**src/tle_pkg.sv**
```systemverilog
`timescale 1ns / 1ps
// ----------------------------------------------------------------------------
// tle_pkg
// Shared types and constants of the terminal line editor: character codes,
// filter modes, register indexes and the command that runs from the front
// part to the back part.
// ----------------------------------------------------------------------------
package tle_pkg;

   // Character codes
   localparam logic [7:0] CH_BS    = 8'h08;
   localparam logic [7:0] CH_DEL   = 8'h7F;
   localparam logic [7:0] CH_CR    = 8'h0D;
   localparam logic [7:0] CH_LF    = 8'h0A;
   localparam logic [7:0] CH_SPACE = 8'h20;
   localparam logic [7:0] CH_TILDE = 8'h7E;
   localparam logic [7:0] CH_ZERO  = 8'h30;
   localparam logic [7:0] CH_NINE  = 8'h39;
   localparam logic [7:0] CH_UA    = 8'h41;
   localparam logic [7:0] CH_UF    = 8'h46;
   localparam logic [7:0] CH_LA    = 8'h61;
   localparam logic [7:0] CH_LF_HEX = 8'h66;
   localparam logic [7:0] CH_NUL   = 8'h00;

   // Filter modes
   localparam logic [1:0] MODE_PRINTABLE = 2'd0;
   localparam logic [1:0] MODE_DECIMAL   = 2'd1;
   localparam logic [1:0] MODE_HEX       = 2'd2;

   // Register port
   localparam int CSR_INDEX_W = 1;
   localparam int CSR_DATA_W  = 9;
   localparam logic [CSR_INDEX_W-1:0] CSR_ENFORCE_MODE  = 1'd0;
   localparam logic [CSR_INDEX_W-1:0] CSR_BUFFER_LENGTH = 1'd1;
   localparam logic [CSR_DATA_W-1:0]  BUFFER_LENGTH_RESET = 9'd256;

   // Buffer size limit: the least of the line limit and the 8-bit index range
   localparam int MAX_LINE_BYTES = 256;
   localparam int CAP_LIMIT_INT  = (MAX_LINE_BYTES < 256) ? MAX_LINE_BYTES : 256;
   localparam logic [CSR_DATA_W-1:0] CAP_LIMIT = CSR_DATA_W'(CAP_LIMIT_INT);

   // Command queue
   localparam int QUEUE_DEPTH = 4;
   localparam int QUEUE_PTR_W = $clog2(QUEUE_DEPTH);
   localparam int QUEUE_CNT_W = $clog2(QUEUE_DEPTH + 1);

   typedef enum logic [1:0] {
      OP_CHAR  = 2'd0,
      OP_ENTER = 2'd1,
      OP_ERASE = 2'd2
   } op_type;

   // One command per item that causes results.
   typedef struct packed {
      op_type     op;
      logic [7:0] data;
      logic [7:0] index;
   } cmd_type;

endpackage

```
**src/tle_front.sv**
```systemverilog
`timescale 1ns / 1ps
// ----------------------------------------------------------------------------
// tle_front
// Accepts received bytes, classifies them against the filter mode and the
// room left, keeps the line index and issues one command per item that
// causes results. Also holds the configuration registers.
// ----------------------------------------------------------------------------
module tle_front (
   input  logic                            clock,
   input  logic                            reset,
   input  logic                            req_valid,
   output logic                            req_stall,
   input  logic [7:0]                      req_rx_byte,
   input  logic                            csr_valid,
   output logic                            csr_ready,
   input  logic [tle_pkg::CSR_INDEX_W-1:0] csr_index,
   input  logic [tle_pkg::CSR_DATA_W-1:0]  csr_wdata,
   input  logic                            queue_full,
   output logic                            push,
   output tle_pkg::cmd_type                push_cmd
);

   logic [1:0]                      enforce_mode_ff;
   logic [tle_pkg::CSR_DATA_W-1:0]  buffer_length_ff;
   logic [7:0]                      line_index_ff, line_index_in;
   logic [tle_pkg::CSR_DATA_W-1:0]  cap;
   logic                            is_enter, is_erase, passes, room, accept;
   logic                            is_digit;

   assign csr_ready = 1'b1;
   assign req_stall = queue_full;
   assign accept    = req_valid && !queue_full;

   // Configuration registers
   always_ff @(posedge clock) begin
      if (reset) begin
         enforce_mode_ff  <= tle_pkg::MODE_PRINTABLE;
         buffer_length_ff <= tle_pkg::BUFFER_LENGTH_RESET;
      end else if (csr_valid && csr_ready) begin
         if (csr_index == tle_pkg::CSR_ENFORCE_MODE) begin
            enforce_mode_ff <= csr_wdata[1:0];
         end else if (csr_index == tle_pkg::CSR_BUFFER_LENGTH) begin
            buffer_length_ff <= csr_wdata;
         end
      end
   end

   // Effective buffer size: clipped to the limit, and never below one slot.
   always_comb begin
      cap = buffer_length_ff;
      if (cap > tle_pkg::CAP_LIMIT) cap = tle_pkg::CAP_LIMIT;
      if (cap == '0) cap = tle_pkg::CSR_DATA_W'(1);
   end

   // Classify the byte.
   always_comb begin
      is_enter = (req_rx_byte == tle_pkg::CH_CR) || (req_rx_byte == tle_pkg::CH_LF);
      is_erase = (req_rx_byte == tle_pkg::CH_BS) || (req_rx_byte == tle_pkg::CH_DEL);
      is_digit = (req_rx_byte >= tle_pkg::CH_ZERO) && (req_rx_byte <= tle_pkg::CH_NINE);
      unique case (enforce_mode_ff)
         tle_pkg::MODE_PRINTABLE: begin
            passes = (req_rx_byte >= tle_pkg::CH_SPACE) && (req_rx_byte <= tle_pkg::CH_TILDE);
         end
         tle_pkg::MODE_DECIMAL: begin
            passes = is_digit;
         end
         tle_pkg::MODE_HEX: begin
            passes = is_digit
                  || ((req_rx_byte >= tle_pkg::CH_LA) && (req_rx_byte <= tle_pkg::CH_LF_HEX))
                  || ((req_rx_byte >= tle_pkg::CH_UA) && (req_rx_byte <= tle_pkg::CH_UF));
         end
         default: begin
            passes = 1'b0;
         end
      endcase
      // One slot is kept for the terminator.
      room = {1'b0, line_index_ff} < (cap - tle_pkg::CSR_DATA_W'(1));
   end

   // Build the command and the next line index.
   always_comb begin
      push          = 1'b0;
      line_index_in = line_index_ff;
      push_cmd.op    = tle_pkg::OP_CHAR;
      push_cmd.data  = req_rx_byte;
      push_cmd.index = line_index_ff;
      if (is_enter) begin
         push_cmd.op   = tle_pkg::OP_ENTER;
         push          = accept;
         line_index_in = accept ? 8'd0 : line_index_ff;
      end else if (is_erase) begin
         push_cmd.op    = tle_pkg::OP_ERASE;
         push_cmd.index = line_index_ff - 8'd1;
         if (line_index_ff != 8'd0) begin
            push          = accept;
            line_index_in = accept ? (line_index_ff - 8'd1) : line_index_ff;
         end
      end else if (passes && room) begin
         push          = accept;
         line_index_in = accept ? (line_index_ff + 8'd1) : line_index_ff;
      end
   end

   always_ff @(posedge clock) begin
      if (reset) begin
         line_index_ff <= 8'd0;
      end else begin
         line_index_ff <= line_index_in;
      end
   end

endmodule

```
**src/tle_fifo.sv**
```systemverilog
`timescale 1ns / 1ps
// ----------------------------------------------------------------------------
// tle_fifo
// Short command queue between the front and the back part, so that each
// side can stall on its own.
// ----------------------------------------------------------------------------
module tle_fifo (
   input  logic             clock,
   input  logic             reset,
   input  logic             push,
   input  tle_pkg::cmd_type push_cmd,
   output logic             full,
   input  logic             pop,
   output logic             nonempty,
   output tle_pkg::cmd_type head_cmd
);

   tle_pkg::cmd_type                 slot_ff [tle_pkg::QUEUE_DEPTH];
   logic [tle_pkg::QUEUE_PTR_W-1:0]  wr_ptr_ff, rd_ptr_ff;
   logic [tle_pkg::QUEUE_CNT_W-1:0]  count_ff, count_in;

   assign full     = (count_ff == tle_pkg::QUEUE_CNT_W'(tle_pkg::QUEUE_DEPTH));
   assign nonempty = (count_ff != '0);
   assign head_cmd = slot_ff[rd_ptr_ff];

   // Occupancy
   always_comb begin
      count_in = count_ff;
      if (push && !pop) count_in = count_ff + tle_pkg::QUEUE_CNT_W'(1);
      if (pop && !push) count_in = count_ff - tle_pkg::QUEUE_CNT_W'(1);
   end

   always_ff @(posedge clock) begin
      if (reset) begin
         wr_ptr_ff <= '0;
         rd_ptr_ff <= '0;
         count_ff  <= '0;
      end else begin
         if (push) wr_ptr_ff <= wr_ptr_ff + tle_pkg::QUEUE_PTR_W'(1);
         if (pop)  rd_ptr_ff <= rd_ptr_ff + tle_pkg::QUEUE_PTR_W'(1);
         count_ff <= count_in;
      end
   end

   // Storage
   always_ff @(posedge clock) begin
      if (push) begin
         slot_ff[wr_ptr_ff] <= push_cmd;
      end
   end

endmodule

```
**src/tle_back.sv**
```systemverilog
`timescale 1ns / 1ps
// ----------------------------------------------------------------------------
// tle_back
// Carries out the command at the head of the queue, one result per cycle
// while rsp_stall allows it, into a registered result stage.
// ----------------------------------------------------------------------------
module tle_back (
   input  logic             clock,
   input  logic             reset,
   input  logic             nonempty,
   input  tle_pkg::cmd_type head_cmd,
   output logic             pop,
   output logic             rsp_valid,
   input  logic             rsp_stall,
   output logic             rsp_tx_valid,
   output logic [7:0]       rsp_tx_byte,
   output logic             rsp_store_valid,
   output logic [7:0]       rsp_store_index,
   output logic [7:0]       rsp_store_data,
   output logic             rsp_line_done,
   output logic [7:0]       rsp_line_length,
   output logic             rsp_last_of_run
);

   logic       rsp_valid_ff;
   logic [1:0] step_ff, step_in;
   logic       load;
   logic [7:0] tx_in, store_index_in, store_data_in, length_in;
   logic       store_in, done_in, last_in;
   logic [7:0] tx_ff, store_index_ff, store_data_ff, length_ff;
   logic       store_ff, done_ff, last_ff;

   assign load = nonempty && (!rsp_valid_ff || !rsp_stall);
   assign pop  = load && last_in;

   // Result of the current step of the head command
   always_comb begin
      tx_in          = head_cmd.data;
      store_in       = 1'b0;
      store_index_in = 8'd0;
      store_data_in  = 8'd0;
      done_in        = 1'b0;
      length_in      = 8'd0;
      last_in        = 1'b0;
      unique case (head_cmd.op)
         tle_pkg::OP_ENTER: begin
            if (step_ff == 2'd0) begin
               tx_in          = tle_pkg::CH_CR;
               store_in       = 1'b1;
               store_index_in = head_cmd.index;
               store_data_in  = tle_pkg::CH_NUL;
            end else begin
               tx_in     = tle_pkg::CH_LF;
               done_in   = 1'b1;
               length_in = head_cmd.index;
               last_in   = 1'b1;
            end
         end
         tle_pkg::OP_ERASE: begin
            if (step_ff == 2'd0) begin
               tx_in          = tle_pkg::CH_BS;
               store_in       = 1'b1;
               store_index_in = head_cmd.index;
               store_data_in  = tle_pkg::CH_NUL;
            end else if (step_ff == 2'd1) begin
               tx_in = tle_pkg::CH_SPACE;
            end else begin
               tx_in   = tle_pkg::CH_BS;
               last_in = 1'b1;
            end
         end
         default: begin
            // Ordinary character: echo and store in one result.
            store_in       = 1'b1;
            store_index_in = head_cmd.index;
            store_data_in  = head_cmd.data;
            last_in        = 1'b1;
         end
      endcase
      step_in = step_ff;
      if (load) step_in = last_in ? 2'd0 : (step_ff + 2'd1);
   end

   always_ff @(posedge clock) begin
      if (reset) begin
         rsp_valid_ff <= 1'b0;
         step_ff      <= 2'd0;
      end else begin
         step_ff <= step_in;
         if (load) begin
            rsp_valid_ff <= 1'b1;
         end else if (!rsp_stall) begin
            rsp_valid_ff <= 1'b0;
         end
      end
   end

   // Result payload
   always_ff @(posedge clock) begin
      if (load) begin
         tx_ff          <= tx_in;
         store_ff       <= store_in;
         store_index_ff <= store_index_in;
         store_data_ff  <= store_data_in;
         done_ff        <= done_in;
         length_ff      <= length_in;
         last_ff        <= last_in;
      end
   end

   assign rsp_valid       = rsp_valid_ff;
   assign rsp_tx_valid    = 1'b1;
   assign rsp_tx_byte     = tx_ff;
   assign rsp_store_valid = store_ff;
   assign rsp_store_index = store_index_ff;
   assign rsp_store_data  = store_data_ff;
   assign rsp_line_done   = done_ff;
   assign rsp_line_length = length_ff;
   assign rsp_last_of_run = last_ff;

endmodule

```
**src/terminal_line_editor_with_echo.sv**
```systemverilog
`timescale 1ns / 1ps
// ----------------------------------------------------------------------------
// terminal_line_editor_with_echo
// Canonical-mode line editor: turns received terminal bytes into line buffer
// writes and echo bytes.
// ----------------------------------------------------------------------------
// A received byte is accepted and queued as a command whenever the
// four-entry command queue has room; bytes that cause no result (rejected,
// line full, backspace at the start) leave nothing behind. The result side
// gives one result per cycle while rsp_stall is low and a command waits: one
// for a stored character, two for enter, three for backspace. Sustained rate
// is set by that result stage. Each run of results ends with last_of_run set.
// The line buffer itself lies outside. The user must write enforce_mode and
// buffer_length via the csr port only while the block is idle; not enforced.
// ----------------------------------------------------------------------------
module terminal_line_editor_with_echo (
   input  logic                            clock,
   input  logic                            reset,
   input  logic                            req_valid,
   output logic                            req_stall,
   input  logic [7:0]                      req_rx_byte,
   output logic                            rsp_valid,
   input  logic                            rsp_stall,
   output logic                            rsp_tx_valid,
   output logic [7:0]                      rsp_tx_byte,
   output logic                            rsp_store_valid,
   output logic [7:0]                      rsp_store_index,
   output logic [7:0]                      rsp_store_data,
   output logic                            rsp_line_done,
   output logic [7:0]                      rsp_line_length,
   output logic                            rsp_last_of_run,
   input  logic                            csr_valid,
   output logic                            csr_ready,
   input  logic [tle_pkg::CSR_INDEX_W-1:0] csr_index,
   input  logic [tle_pkg::CSR_DATA_W-1:0]  csr_wdata
);

   logic             push, pop, queue_full, nonempty;
   tle_pkg::cmd_type push_cmd, head_cmd;

   // Front part: classification, line index and registers
   tle_front u_front (
      .clock       (clock),
      .reset       (reset),
      .req_valid   (req_valid),
      .req_stall   (req_stall),
      .req_rx_byte (req_rx_byte),
      .csr_valid   (csr_valid),
      .csr_ready   (csr_ready),
      .csr_index   (csr_index),
      .csr_wdata   (csr_wdata),
      .queue_full  (queue_full),
      .push        (push),
      .push_cmd    (push_cmd)
   );

   // Command queue
   tle_fifo u_fifo (
      .clock    (clock),
      .reset    (reset),
      .push     (push),
      .push_cmd (push_cmd),
      .full     (queue_full),
      .pop      (pop),
      .nonempty (nonempty),
      .head_cmd (head_cmd)
   );

   // Back part: result generation
   tle_back u_back (
      .clock           (clock),
      .reset           (reset),
      .nonempty        (nonempty),
      .head_cmd        (head_cmd),
      .pop             (pop),
      .rsp_valid       (rsp_valid),
      .rsp_stall       (rsp_stall),
      .rsp_tx_valid    (rsp_tx_valid),
      .rsp_tx_byte     (rsp_tx_byte),
      .rsp_store_valid (rsp_store_valid),
      .rsp_store_index (rsp_store_index),
      .rsp_store_data  (rsp_store_data),
      .rsp_line_done   (rsp_line_done),
      .rsp_line_length (rsp_line_length),
      .rsp_last_of_run (rsp_last_of_run)
   );

   // A finished line always closes its run.
   assert property (@(posedge clock) disable iff (reset)
      rsp_valid && rsp_line_done |-> rsp_last_of_run)
      else $error("line_done on a result that is not the last of its run");

   // A character write is a run of one result.
   assert property (@(posedge clock) disable iff (reset)
      rsp_valid && rsp_store_valid && (rsp_store_data != tle_pkg::CH_NUL)
      |-> rsp_last_of_run)
      else $error("character write inside a longer run");

   // The results of one item follow without gaps.
   assert property (@(posedge clock) disable iff (reset)
      rsp_valid && !rsp_stall && !rsp_last_of_run |=> rsp_valid)
      else $error("gap inside a run of results");

endmodule
```
**config.mk**
```make
export PLATFORM = sky130hd
export DESIGN_NAME = terminal_line_editor_with_echo
export DESIGN_NICKNAME = d
export VERILOG_FILES = /design/src/tle_pkg.sv /design/src/tle_front.sv /design/src/tle_fifo.sv /design/src/tle_back.sv /design/src/terminal_line_editor_with_echo.sv
export SDC_FILE = /design/constraint.sdc
export NUM_CORES = 1
export LEC_CHECK = 0
export ABC_AREA = 1
export CAP_MARGIN = 20
export CORE_ASPECT_RATIO = 0.75
export CORE_MARGIN = 2
export CORE_UTILIZATION = 29
export DETAILED_ROUTE_END_ITERATION = 10
export DONT_BUFFER_PORTS = 1
export PLACE_DENSITY = 0.39
export SLEW_MARGIN = 20
export SYNTH_ARGS = -nofsm -noshare
export SYNTH_HDL_FRONTEND = slang
export SYNTH_SLANG_ARGS = --single-unit
```
**constraint.sdc**
```tcl
create_clock -name clock -period 8.1 [get_ports clock]
set_input_delay 2.43 -clock clock [delete_from_list [all_inputs] [get_ports clock]]
set_output_delay 2.43 -clock clock [all_outputs]
set_load 0.005 [all_outputs]
```
After elaboration in Yosys (flattened, before gate mapping)
Memories as Yosys holds them, arrays and structs flattened. A register that Yosys moved wholly into a read port is not among the register bits.
Index checks and enable logic that the tools add are counted.
{"block": "word_totals", "register_bits": 64, "ram_bits": 72, "in_bits": 23, "output_inout_bits": 39, "memories": 1}
{"name": "u_fifo.slot_ff", "depth": 4, "width": 18, "rd": 1, "rd_clocked_by_memory_dff": 1, "wr": 1, "line_no": "tle_fifo.sv:18", "source": "tle_pkg::cmd_type slot_ff [tle_pkg::QUEUE_DEPTH];"}
{"block": "classes", "n_addsub": 8, "order_cmp": 10, "n_eq_ne": 12, "muxes": 38, "n_bitwise": 2, "reduce_logical": 32}
{"op": "8-bit 2-to-1 mux", "count": 12}
{"op": "8-bit by 4-bit equality test with 1-bit output (second input constant)", "count": 3}
{"op": "8-bit by 7-bit <= comparator with 1-bit output (second input constant)", "count": 3}
{"op": "9-bit 2-to-1 mux", "count": 2}
{"op": "8-bit by 6-bit >= comparator with 1-bit output (second input constant)", "count": 2}
{"op": "8-bit by 7-bit >= comparator with 1-bit output (second input constant)", "count": 2}
{"op": "8-bit one-hot mux with 2 select lines", "count": 1}
{"op": "1-bit 2-to-1 mux", "count": 12}
{"op": "1-bit logical AND", "count": 10}
{"op": "2-bit 2-to-1 mux", "count": 5}
{"op": "9-bit greater-than comparator (second input constant)", "count": 1}
{"op": "9-bit zero test", "count": 1}
{"op": "8-bit by 9-bit less-than comparator with 1-bit output", "count": 1}
{"op": "3-bit 2-to-1 mux", "count": 3}
{"op": "9-bit by 1-bit subtractor with 9-bit output (second input constant)", "count": 1}
{"op": "8-bit by 1-bit adder with 8-bit output (second input constant)", "count": 1}
{"op": "8-bit by 7-bit equality test with 1-bit output (second input constant)", "count": 1}
{"op": "8-bit by 6-bit <= comparator with 1-bit output (second input constant)", "count": 1}
{"op": "8-bit nonzero test", "count": 1}
{"op": "8-bit by 1-bit subtractor with 8-bit output (second input constant)", "count": 1}
{"op": "2-bit by 1-bit adder with 2-bit output (second input constant)", "count": 3}
{"op": "2-bit by 1-bit equality test with 1-bit output (second input constant)", "count": 3}
{"op": "6-bit 2-to-1 mux", "count": 1}
{"op": "3-bit nonzero test", "count": 2}
{"op": "other kinds (16)", "count": 29}

Depth between registers and ports, before layout
Gate-level depths: netlist (run 1).
{"block": "logic_depth", "word_depth": 13, "depth_mapped": 27, "ltp_nobuf": 27}

Cells and area by module
From an unflattened synthesis (run 1), not the netlist that was laid out.
{"block": "unflattened", "cells_unflattened": 642, "hier_area_um2": 6582.6}
{"mod": "tle_fifo", "instances": 1, "cells_per_inst": 232, "area_each_um2": 3151.8, "seq_area_each_um2": 2342.2}
{"mod": "tle_front", "instances": 1, "cells_per_inst": 284, "area_each_um2": 1906.8, "seq_area_each_um2": 380.4}
{"mod": "tle_back", "instances": 1, "cells_per_inst": 126, "area_each_um2": 1524.0, "seq_area_each_um2": 1111.1}

Worst setup path after synthesis (run 1)
Ideal clock, no wire load.
{"block": "synth_path", "path_kind": "input to register", "startpoint": "input port rsp_stall", "endpoint": "register u_fifo.count_ff[2] (netlist name)", "arrival_time_ns": 5.875, "required_time_ns": 7.978, "setup_slack_ns": 2.102, "cell_stages": 12, "path_buffers": 0, "path_cell_list": "nand2_1 inv_1 a31oi_1 nand2_1 inv_2 ha_1 inv_1 fa_1 a21oi_1 o21ai_0 o21ai_0 a21oi_1"}
{"block": "synth_via", "elab_chain_len": 7, "word_cells_on_any_way": 9, "cone_classes": "mux (1); reduce/logical (8)"}
{"item": "start, declared", "line_no": "terminal_line_editor_with_echo.sv:23", "source": "input logic rsp_stall,"}
{"item": "1-bit zero test (*)", "line_no": "tle_back.sv:33", "source": "assign load = nonempty && (!rsp_valid_ff || !rsp_stall);"}
{"item": "1-bit logical OR (*)", "line_no": "tle_back.sv:33"}
{"item": "1-bit logical AND (*)", "line_no": "tle_back.sv:33"}
{"item": "net u_back.load", "line_no": "tle_back.sv:27", "source": "logic load;"}
{"item": "1-bit logical AND (*)", "line_no": "tle_back.sv:34", "source": "assign pop = load && last_in;"}
{"item": "net pop", "line_no": "terminal_line_editor_with_echo.sv:38", "source": "logic push, pop, queue_full, nonempty;"}
{"item": "1-bit zero test", "line_no": "tle_fifo.sv:29", "source": "if (push && !pop) count_in = count_ff + tle_pkg::QUEUE_CNT_W'(1);"}
{"item": "1-bit logical AND", "line_no": "tle_fifo.sv:29"}
{"item": "2-bit nonzero test (no line)"}
{"item": "end signal, assigned", "line_no": "tle_fifo.sv:41", "source": "count_ff <= count_in;"}
{"item": "end, declared", "line_no": "tle_fifo.sv:20", "source": "logic [tle_pkg::QUEUE_CNT_W-1:0] count_ff, count_in;"}
The timed path passes the listed nets; every way through them passes the cells marked *.
A chain may end at the register's enable or synchronous reset.

Worst setup path after layout (run 1)
{"block": "layout_path", "startpoint": "input port req_rx_byte[3]", "endpoint": "register u_fifo.count_ff[2] (netlist name)"}
{"block": "layout_via", "elab_chain_len": 12, "word_cells_on_any_way": 30, "cone_classes": "order compare (8); eq/ne (4); mux (5); reduce/logical (13)"}
{"item": "start, declared", "line_no": "terminal_line_editor_with_echo.sv:21", "source": "input logic [7:0] req_rx_byte,"}
{"item": "8-bit by 6-bit >= comparator with 1-bit output (tied with other cells)", "line_no": "tle_front.sv:59", "source": "is_digit = (req_rx_byte >= tle_pkg::CH_ZERO) && (req_rx_byte <= tle_pkg::CH_NINE);"}
{"item": "1-bit logical AND (on tied branches)", "line_no": "tle_front.sv:59, tle_front.sv:69"}
{"item": "1-bit logical OR", "line_no": "tle_front.sv:69", "source": "|| ((req_rx_byte >= tle_pkg::CH_LA) && (req_rx_byte <= tle_pkg::CH_LF_HEX))"}
{"item": "1-bit logical OR", "line_no": "tle_front.sv:70", "source": "|| ((req_rx_byte >= tle_pkg::CH_UA) && (req_rx_byte <= tle_pkg::CH_UF));"}
{"item": "1-bit one-hot mux with 3 select lines", "line_no": "tle_front.sv:60", "source": "unique case (enforce_mode_ff)"}
{"item": "1-bit logical AND", "line_no": "tle_front.sv:98", "source": "end else if (passes && room) begin"}
{"item": "1-bit 2-to-1 mux", "line_no": "tle_front.sv:98"}
{"item": "1-bit 2-to-1 mux", "line_no": "tle_front.sv:91", "source": "end else if (is_erase) begin"}
{"item": "1-bit 2-to-1 mux (*)", "line_no": "tle_front.sv:87", "source": "if (is_enter) begin"}
{"item": "1-bit zero test", "line_no": "tle_fifo.sv:30", "source": "if (pop && !push) count_in = count_ff - tle_pkg::QUEUE_CNT_W'(1);"}
{"item": "1-bit logical AND", "line_no": "tle_fifo.sv:30"}
{"item": "3-bit 2-to-1 mux or 2-bit nonzero test (tied branches)"}
Every way passes the cells marked *; elsewhere a longest branch is shown, timed or not.

==> impl_metrics.tcl, run 1 <==
set metrics [dict create \
    cts-root-buf "clkbuf_16" \
    setup_viol 0 \
    swShare 0.307 \
    worstPathMaxFanout 18 \
    drive_above_1_share 0.0891 \
    ys_ff_latch 138 \
    r2r_slack_ns 4.05 \
    power.total_uw 2210 \
    p_sw_uw 677 \
    hold_viol 0 \
    design.core.area_um2 21400 \
    avgSynthCellArea_um2 10.1 \
    ys_types 42 \
    crit_path_end "u_fifo.count_ff[2]$_SDFFE_PP0P_" \
    intPower_uw 1530 \
    layout_common_cells "107 x edfxtp_1, 102 x nor2_1, 95 x nand2_1" \
    holdBufCountCts 0 \
    clockPowerShare 0.351 \
    p_per_area_nw_per_um2 302 \
    rsz0062_at_grt "false" \
    cts_tree "built" \
    syn_to_final_growth_pct 14.9 \
    synth_area_um2 6360 \
    dieArea_um2 23200 \
    end_kind "flip-flop" \
    grt_pass1_wl_um 24100 \
    timing.fmax_ghz 0.223 \
    grt_max_degree 39 \
    ant_nets 0 \
    fin_crit_sh 0.553 \
    dieWidth_um 175 \
    drt_iter0_drc 417 \
    timing.setup.critical_path_class "in -> reg" \
    die_h_um 132 \
    yosysTopAreaCell "edfxtp_1" \
    critPathLaunchType "primary input" \
    grt_pass1_vias 4210 \
    clkLatencyLatePin_ns 0.42 \
    hold-worst-slack_ns 0.487 \
    synth_edf_count 107 \
    slew_headroom 0.438 \
    grtUsageMet2 0.210 \
    cts_setup_buffers 0 \
    cts.repair.resized 0 \
    drc_errors 0 \
    slew_viol_final 0 \
    netlist_top_cells_area "edfxtp_1 51%, dfxtp_1 9.8%, nor2_1 6.0%, nand2_1 5.6%, ha_1 4.1%" \
    ys_warn_count 0 \
    htreeDepth 4 \
    worstMarginPinSlew_ns 0.842 \
    synth_top_area_frac 0.505 \
    start_util 0.298 \
    status "complete, no violations" \
    seq_area_frac_synth 0.603 \
    row_count 46 \
    clock_path_buffers 2 \
    ios 62 \
    skew_ns 0.0105 \
    wl_per_cell_um 16.5 \
    grtUsageTotal 0.139 \
    crit_start "req_rx_byte[3]" \
    port_buffers 0 \
    p_leak_uw 0.00282 \
    antenna_found_initial 0 \
    hpwl_um 10500 \
    ff_latch_area_um2 3830 \
    multi_input_area_um2 2200 \
    dr.pass1.iters 5 \
    via_per_inst 4.62 \
    syn_inst 633 \
    ir_drop_uv 127 \
    reg2reg_to "u_fifo.count_ff[2]$_SDFFE_PP0P_" \
    grt.overflow.total 0 \
    grt_use_met1 0.193 \
    yosys_most_used_dff "edfxtp_1" \
    crit_arrival_ns 4.78 \
    routed_wirelength_um 15500 \
    via_count 4336 \
    worstHoldPathType "reg -> reg" \
    setup_tns_ns 0 \
    finalNetCount 684 \
    top_usage_layer "met2" \
    use_met3 0.0395 \
    async_flop_share 0 \
    layout_commonest_cell "edfxtp_1" \
    p_seq_frac 0.462 \
    fill_cells 2120 \
    ff2ff_path_depth 18 \
    finalCriticalPeriod_ns 4.48 \
    pwr-share-comb 0.187 \
    path_clk_slew_ns 0.06 \
    worstPathRequired_ns 8.40 \
    routabilityCongestion 0.866 \
    numCtsBuffers 17 \
    drv_cap 0 \
    antenna_cells 0 \
    clkSinkCount 138 \
]
[cells by family (layout without fill, tap and decap cells)]
logic type | Yosys count | in the layout | share of synthesized area
and+or+nand+nor | 250 | 250 | 0.166
buffers and inverters | 87 | 104 | 0.0547
xor gates and xnor gates | 15 | 15 | 0.0206
other | 1 | 2 | 0.000589
adders and majority gates | 22 | 22 | 0.0444
DFF | 138 | 138 | 0.603
AOI/OAI and AO/OA | 120 | 120 | 0.111
[power by group through the flow]
stage	logic, uW	registers, uW	clock network, uW
6_report	413	1020	775
5_1_grt	470	1030	829
4_1_cts	417	1020	796
3_5_place_dp	417	1040	0
3_3_place_gp	409	1040	0
2_1_floorplan	300	1020	0
[final cells by class]
class / instances / share of cell area
Inverter: 65 / 0.0334
Sequential cell: 138 / 0.525
Clock inverter: 14 / 0.0226
Multi-Input combinational cell: 409 / 0.301
Tap cell: 288 / 0.0493
Timing Repair Buffer: 8 / 0.0110
Clock buffer: 17 / 0.0582
[sequential cells by signal, indices dropped and copies added (netlist names), named ones only]
register	flops
u_fifo.count_ff	3
u_back.rsp_line_length	8
u_back.rsp_last_of_run	1
u_back.rsp_line_done	1
u_front.buffer_length_ff	9
u_back.step_ff	2
u_back.rsp_store_data	8
u_front.enforce_mode_ff	2
u_front.line_index_ff	8
u_back.rsp_tx_byte	8
u_fifo.rd_ptr_ff	2
u_back.rsp_store_index	8
u_back.rsp_store_valid	1
u_back.rsp_valid	1
u_fifo.wr_ptr_ff	2
u_fifo.slot_ff	72
[worst min path at each step]
stage	start	endpoint	slack [ns]	cells after the start
4_1_cts	u_fifo.rd_ptr_ff[0]$_SDFFE_PP0P_	u_fifo.rd_ptr_ff[0]$_SDFFE_PP0P_	0.48	1
6_report	u_fifo.rd_ptr_ff[0]$_SDFFE_PP0P_	u_fifo.rd_ptr_ff[0]$_SDFFE_PP0P_	0.49	1
3_3_place_gp	u_fifo.rd_ptr_ff[0]$_SDFFE_PP0P_	u_fifo.rd_ptr_ff[0]$_SDFFE_PP0P_	0.46	1
5_1_grt	u_fifo.rd_ptr_ff[0]$_SDFFE_PP0P_	u_fifo.rd_ptr_ff[0]$_SDFFE_PP0P_	0.52	1
2_1_floorplan	u_fifo.rd_ptr_ff[0]$_SDFFE_PP0P_	flip-flop	0.44	1
3_5_place_dp	u_fifo.rd_ptr_ff[0]$_SDFFE_PP0P_	u_fifo.rd_ptr_ff[0]$_SDFFE_PP0P_	0.47	1
[cell usage after synthesis, drive strengths merged (2+ instances only)]
master and count:
buf 10, nand3 30, edfxtp 107, nand2 99
a32oi 2, o21ai 46, clkbuf 12, a32o 9
clkinv 2, nand3b 2, xor2 11, nor2 103
ha 21, nand4 5, dfxtp 31, o21a 5
xnor2 4, inv 63, a21oi 43, a211oi 2
o22ai 3, o211ai 4, nor3 10
[critical path, stage by stage]
cell	delay (ns)
nand2_1	0.08
inv_1	0.09
nand4_1	0.12
nand2_1	0.32
nor2_1	0.29
nand2_4	0.18
nand2_4	0.14
ha_1	0.16
inv_1	0.06
fa_1	0.39
a21oi_1	0.15
o21ai_0	0.12
o21ai_0	0.19
a21oi_1	0.06
[layer usage]
metal | vias up | wire length (um)
met5 | - | 0
met4 | 0 | 110
met3 | 8 | 653
met2 | 101 | 6780
met1 | 2047 | 7930
li1 | 2180 | -
[stage by stage]
stage,setup WS [ns],std cells,instance area (um2),util
after global placement,3.34,907,6690,0.313
after floorplan,2.10,634,6370,-
final,3.62,939,7310,0.342
after global routing,3.40,939,7310,0.342
after detailed placement,3.25,907,6690,0.313
after CTS,3.68,938,7280,0.341
No activity file was read; power rests on OpenSTA's default activity.
==> run 2: changes to the inputs <==
==> constraint.sdc (replaced) <==
create_clock -name clock -period 4.5 [get_ports clock]
set_input_delay 1.35 -clock clock [delete_from_list [all_inputs] [get_ports clock]]
set_output_delay 1.35 -clock clock [all_outputs]
set_load 0.005 [all_outputs]
==> impl_metrics.tcl, run 2 (synthesized netlist as in run 1, its figures left out) <==
set metrics [dict create \
    port_buffers 0 \
    grt_max_degree 39 \
    grtUsageTotal 0.136 \
    routed_wirelength_um 15100 \
    finalNetCount 689 \
    layout_common_cells "107 x edfxtp_1, 102 x nor2_1, 95 x nand2_1" \
    largest_reg_flops 72 \
    critPathLaunchType "flip-flop" \
    drive_above_1_share 0.0959 \
    drv_cap 0 \
    finalCriticalPeriod_ns 3.93 \
    worstMarginPinSlew_ns 0.767 \
    cts_setup_buffers 0 \
    status "complete, no violations" \
    ios 62 \
    htreeDepth 4 \
    p_per_area_nw_per_um2 544 \
    timing.setup.critical_path_class "reg -> reg" \
    worstPathMaxFanout 18 \
    skew_ns 0.0108 \
    antenna_found_initial 0 \
    via_per_inst 4.63 \
    rsz0062_at_grt "false" \
    slew_viol_final 0 \
    clkSinkCount 138 \
    top_register "u_fifo.slot_ff" \
    numCtsBuffers 17 \
    post-place-ws_ns 0.598 \
    worst_path_largest_cell_delay_ns 0.38 \
    row_count 46 \
    crit_arrival_ns 4.23 \
    fin_crit_sh 0.873 \
    path_clk_slew_ns 0.06 \
    timing.fmax_ghz 0.255 \
    grt_pass1_wl_um 23900 \
    start_util 0.298 \
    ff_latch_area_um2 3830 \
    design.core.area_um2 21400 \
    ant_nets 0 \
    hpwl_um 10500 \
    holdBufCountCts 0 \
    syn_to_final_growth_pct 15.2 \
    utilization 0.343 \
    fill_cells 2174 \
    antenna_cells 0 \
    dieWidth_um 175 \
    cts-root-buf "clkbuf_16" \
    wl_per_cell_um 15.9 \
    cts.repair.resized 0 \
    grt_pass1_vias 4269 \
    setup_ws_ns 0.572 \
    cp_common_cell "nand2_1" \
    setup_tns_ns 0 \
    layout_commonest_cell "edfxtp_1" \
    hold_viol 0 \
    via_count 4371 \
    routabilityCongestion 0.826 \
    top_regs "u_fifo.slot_ff: 72 flops, u_front.buffer_length_ff: 9 flops" \
    end_kind "flip-flop" \
    slew_headroom 0.488 \
    critPathSlowestCell "fa_1" \
    setup_viol 0 \
    die_h_um 132 \
    worstPathRequired_ns 4.80 \
    clkLatencyLatePin_ns 0.42 \
    grt.overflow.total 0 \
    worstHoldPathType "reg -> reg" \
    clock_path_buffers 2 \
    multi_input_area_um2 2200 \
    dieArea_um2 23200 \
    drt_iter0_drc 240 \
    dr.pass1.iters 4 \
    hold-worst-slack_ns 0.482 \
    drc_errors 0 \
    cts_tree "built" \
    p_leak_uw 0.00283 \
    ir_drop_uv 247 \
]
run 2: cell count changes in the layout (fill, tap and decap cells not counted):
cell / previous run / this run
buf_16: 1 / 0
buf_4: 7 / 13
clkbuf_1: 0 / 1
clkinv_8: 1 / 0
inv_6: 5 / 4
inv_8: 0 / 2
run 2: power by group:
part | internal, uW | total (uW) | switching (uW) | leakage, uW
Combinational | 231 | 760 | 529 | 0.00130
Sequential | 1710 | 1830 | 121 | 0.00125
Clock | 831 | 1400 | 566 | 0.000282
Total | 2770 | 3990 | 1220 | 0.00283
run 2: worst paths after layout:
check | cells past startpoint | to | startpoint | slack [ns]
worst max register to register | 25 | u_fifo.count_ff[2]$_SDFFE_PP0P_ | u_front.buffer_length_ff[4]$_SDFFE_PP0P_ | 0.57
worst max-delay path | 25 | u_fifo.count_ff[2]$_SDFFE_PP0P_ | u_front.buffer_length_ff[4]$_SDFFE_PP0P_ | 0.57
worst min register to register | 1 | u_fifo.rd_ptr_ff[0]$_SDFFE_PP0P_ | u_fifo.rd_ptr_ff[0]$_SDFFE_PP0P_ | 0.48
worst min-delay path | 1 | u_fifo.rd_ptr_ff[0]$_SDFFE_PP0P_ | u_fifo.rd_ptr_ff[0]$_SDFFE_PP0P_ | 0.48
run 2: cell type report:
cell class,count,area share
Timing Repair Buffer,13,0.0133
Tap cell,288,0.0492
Clock buffer,18,0.0586
Multi-Input combinational cell,409,0.300
Clock inverter,14,0.0222
Sequential cell,138,0.523
Inverter,65,0.0333
run 2: metal layers:
layer / wire length (um) / vias up / track usage
met2: 6610 / 85 / 0.207
met4: 127 / 0 / 0.0329
li1: - / 2190 / -
met3: 644 / 7 / 0.0433
met5: 0 / - / 0
met1: 7680 / 2089 / 0.187
run 2: worst max-delay path, delay by kind of cell, from the launching register on:
kind | cells | cell delay, ns
buffers and inverters | 4 | 0.23
AO/OA/AOI/OAI | 6 | 1.08
AND/OR/NAND/NOR | 10 | 0.98
flip-flops | 1 | 0.34
XOR/XNOR | 1 | 0.16
adder cells (fa/ha/maj) | 4 | 1.02
run 2: stage by stage:
stage	std cells	instance area, um2	power (uW)
2_1_floorplan	634	6370	2370
3_3_place_gp	913	6740	2630
3_5_place_dp	913	6740	2650
4_1_cts	945	7330	4060
5_1_grt	945	7330	4230
6_report	945	7330	3990
==> run 3: changes to the inputs <==
--- a/config.mk
+++ b/config.mk
@@ -13,6 +13,7 @@
 export DETAILED_ROUTE_END_ITERATION = 10
 export DONT_BUFFER_PORTS = 1
 export PLACE_DENSITY = 0.39
+export RECOVER_POWER = 25
 export SLEW_MARGIN = 20
 export SYNTH_ARGS = -nofsm -noshare
 export SYNTH_HDL_FRONTEND = slang
==> constraint.sdc (replaced) <==
create_clock -name clock -period 4.5 [get_ports clock]
set_input_delay 1.35 -clock clock [delete_from_list [all_inputs] [get_ports clock]]
set_output_delay 1.35 -clock clock [all_outputs]
set_load 0.1 [all_outputs]
==> impl_metrics.tcl, run 3 (synthesized netlist as in run 1, its figures left out) <==
set metrics [dict create \
    violations "max-capacitance violations, max-slew violations" \
    reg2reg_to "u_fifo.count_ff[2]$_SDFFE_PP0P_" \
    design_area_um2 7340 \
    die_h_um 132 \
    min_from "u_fifo.rd_ptr_ff[0]$_SDFFE_PP0P_" \
    slew_headroom -0.400 \
    worstPathRequired_ns 4.80 \
    cts.repair.resized 0 \
    clkLatencyLatePin_ns 0.41 \
    hpwl_um 10200 \
    grt_pass1_vias 4309 \
    routed_wirelength_um 14800 \
    antenna_found_initial 0 \
    critPathLaunchType "flip-flop" \
    top_regs "u_fifo.slot_ff: 72 flops, u_front.buffer_length_ff: 9 flops" \
    worstMarginPinSlew_ns 2.10 \
    fin_crit_sh 0.874 \
    drive_above_1_share 0.0881 \
    hold_viol 0 \
    ir_drop_uv 204 \
    drv_cap 1 \
    min_to "u_fifo.rd_ptr_ff[0]$_SDFFE_PP0P_" \
    p_per_area_nw_per_um2 714 \
    power.total_uw 5240 \
    timing.setup.critical_path_class "reg -> reg" \
    clockPowerShare 0.271 \
    worstPathMaxFanout 18 \
    p_seq_frac 0.584 \
    cts-root-buf "clkbuf_16" \
    clock_path_buffers 2 \
    timing.fmax_ghz 0.254 \
    via_per_inst 4.60 \
    rr_startpoint "u_front.buffer_length_ff[4]$_SDFFE_PP0P_" \
    antenna_cells 0 \
    rsz0062_at_grt "false" \
    layout_commonest_cell "edfxtp_1" \
    wl_per_cell_um 15.7 \
    numCtsBuffers 17 \
    routabilityCongestion 0.797 \
    drt_iter0_drc 244 \
    pwr-share-comb 0.146 \
    slew_viol_final 39 \
    finalCriticalPeriod_ns 3.93 \
    grt_max_degree 39 \
    hold-worst-slack_ns 0.486 \
    skew_ns 0.0104 \
    worstHoldPathType "reg -> reg" \
    crit_arrival_ns 4.23 \
    via_count 4347 \
    port_buffers 0 \
    htreeDepth 4 \
    design.core.area_um2 21400 \
    ff2ff_path_depth 25 \
    grt.overflow.total 0 \
    setup_tns_ns 0 \
    grt_pass1_wl_um 23500 \
    status "finished, violations left" \
    row_count 46 \
    cts_setup_buffers 0 \
    layout_common_cells "107 x edfxtp_1, 102 x nor2_1, 95 x nand2_1" \
    min_delay_path_depth 1 \
    clkSinkCount 138 \
    r2r_slack_ns 0.57 \
    intPower_uw 2840 \
    post-place-ws_ns 0.575 \
    finalNetCount 690 \
    path_clk_slew_ns 0.06 \
    setup_ws_ns 0.568 \
    grtUsageTotal 0.133 \
    ios 62 \
    top_register "u_fifo.slot_ff" \
    ant_nets 0 \
    cts_tree "built" \
    drc_errors 0 \
    dr.pass1.iters 4 \
    dieWidth_um 175 \
    place_area_um2 6770 \
    p_sw_uw 2410 \
    holdBufCountCts 0 \
    p_leak_uw 0.00285 \
    syn_to_final_growth_pct 15.3 \
    start_util 0.298 \
    largest_reg_flops 72 \
    setup_viol 0 \
    end_kind "flip-flop" \
    dieArea_um2 23200 \
    swShare 0.459 \
]
==> run 3: power by group through the flow <==
stage	Clock, uW	Combinational [uW]	Sequential [uW]
after global placement	0	798	3070
after global routing	1510	881	3080
after floorplan	0	562	3050
after detailed placement	0	806	3080
after CTS	1450	810	3050
final	1420	764	3060
==> run 3: final cells by class <==
type,instances,area [um2]
timing repair buffer,14,118
fill,2099,14000
tap,288,360
multi-input combinational,409,2180
sequential,138,3830
clock inverter,13,165
inverter,65,244
clock buffer,19,433
==> run 3: how the worst max path moves through the flow <==
stage | startpoint | end | slack [ns]
2_1_floorplan | u_fifo.count_ff[2]$_SDFFE_PP0P_ | u_fifo.count_ff[2]$_SDFFE_PP0P_ | 0.33
3_3_place_gp | u_front.buffer_length_ff[4]$_SDFFE_PP0P_ | u_fifo.count_ff[2]$_SDFFE_PP0P_ | 0.67
3_5_place_dp | u_front.buffer_length_ff[4]$_SDFFE_PP0P_ | u_fifo.count_ff[2]$_SDFFE_PP0P_ | 0.58
4_1_cts | u_front.buffer_length_ff[4]$_SDFFE_PP0P_ | u_fifo.count_ff[2]$_SDFFE_PP0P_ | 0.57
5_1_grt | u_front.buffer_length_ff[4]$_SDFFE_PP0P_ | u_fifo.count_ff[2]$_SDFFE_PP0P_ | 0.17
6_report | u_front.buffer_length_ff[4]$_SDFFE_PP0P_ | u_fifo.count_ff[2]$_SDFFE_PP0P_ | 0.57
==> run 3: worst max-delay path, stage by stage, from the launching register on <==
cell	delay [ns]
dfxtp_1	0.34
nor2_1	0.11
nand2_1	0.09
o21ai_2	0.32
nand2_1	0.09
nand2_1	0.08
inv_2	0.05
ha_1	0.20
nand2_1	0.11
inv_1	0.07
xor2_1	0.16
ha_1	0.29
inv_1	0.05
o31a_1	0.27
nor2_1	0.10
nor2_1	0.06
nand3_2	0.07
nand2_4	0.14
nand2_4	0.14
ha_1	0.15
inv_1	0.06
fa_1	0.38
a21oi_1	0.14
o21ai_0	0.11
o21ai_0	0.15
a21oi_1	0.05
==> run 3: through the flow <==
step / utilization / cells
after floorplan: - / 634
after global placement: 0.317 / 914
after detailed placement: 0.317 / 914
after CTS: 0.345 / 946
after global routing: 0.344 / 946
final: 0.344 / 946
==> run 3: routing by layer <==
metal	track usage	share of wire	vias to the layer above
li1	-	-	2191
met1	0.184	0.51	2077
met2	0.208	0.44	72
met3	0.0366	0.038	7
met4	0.0319	0.0077	0
met5	0	0	-
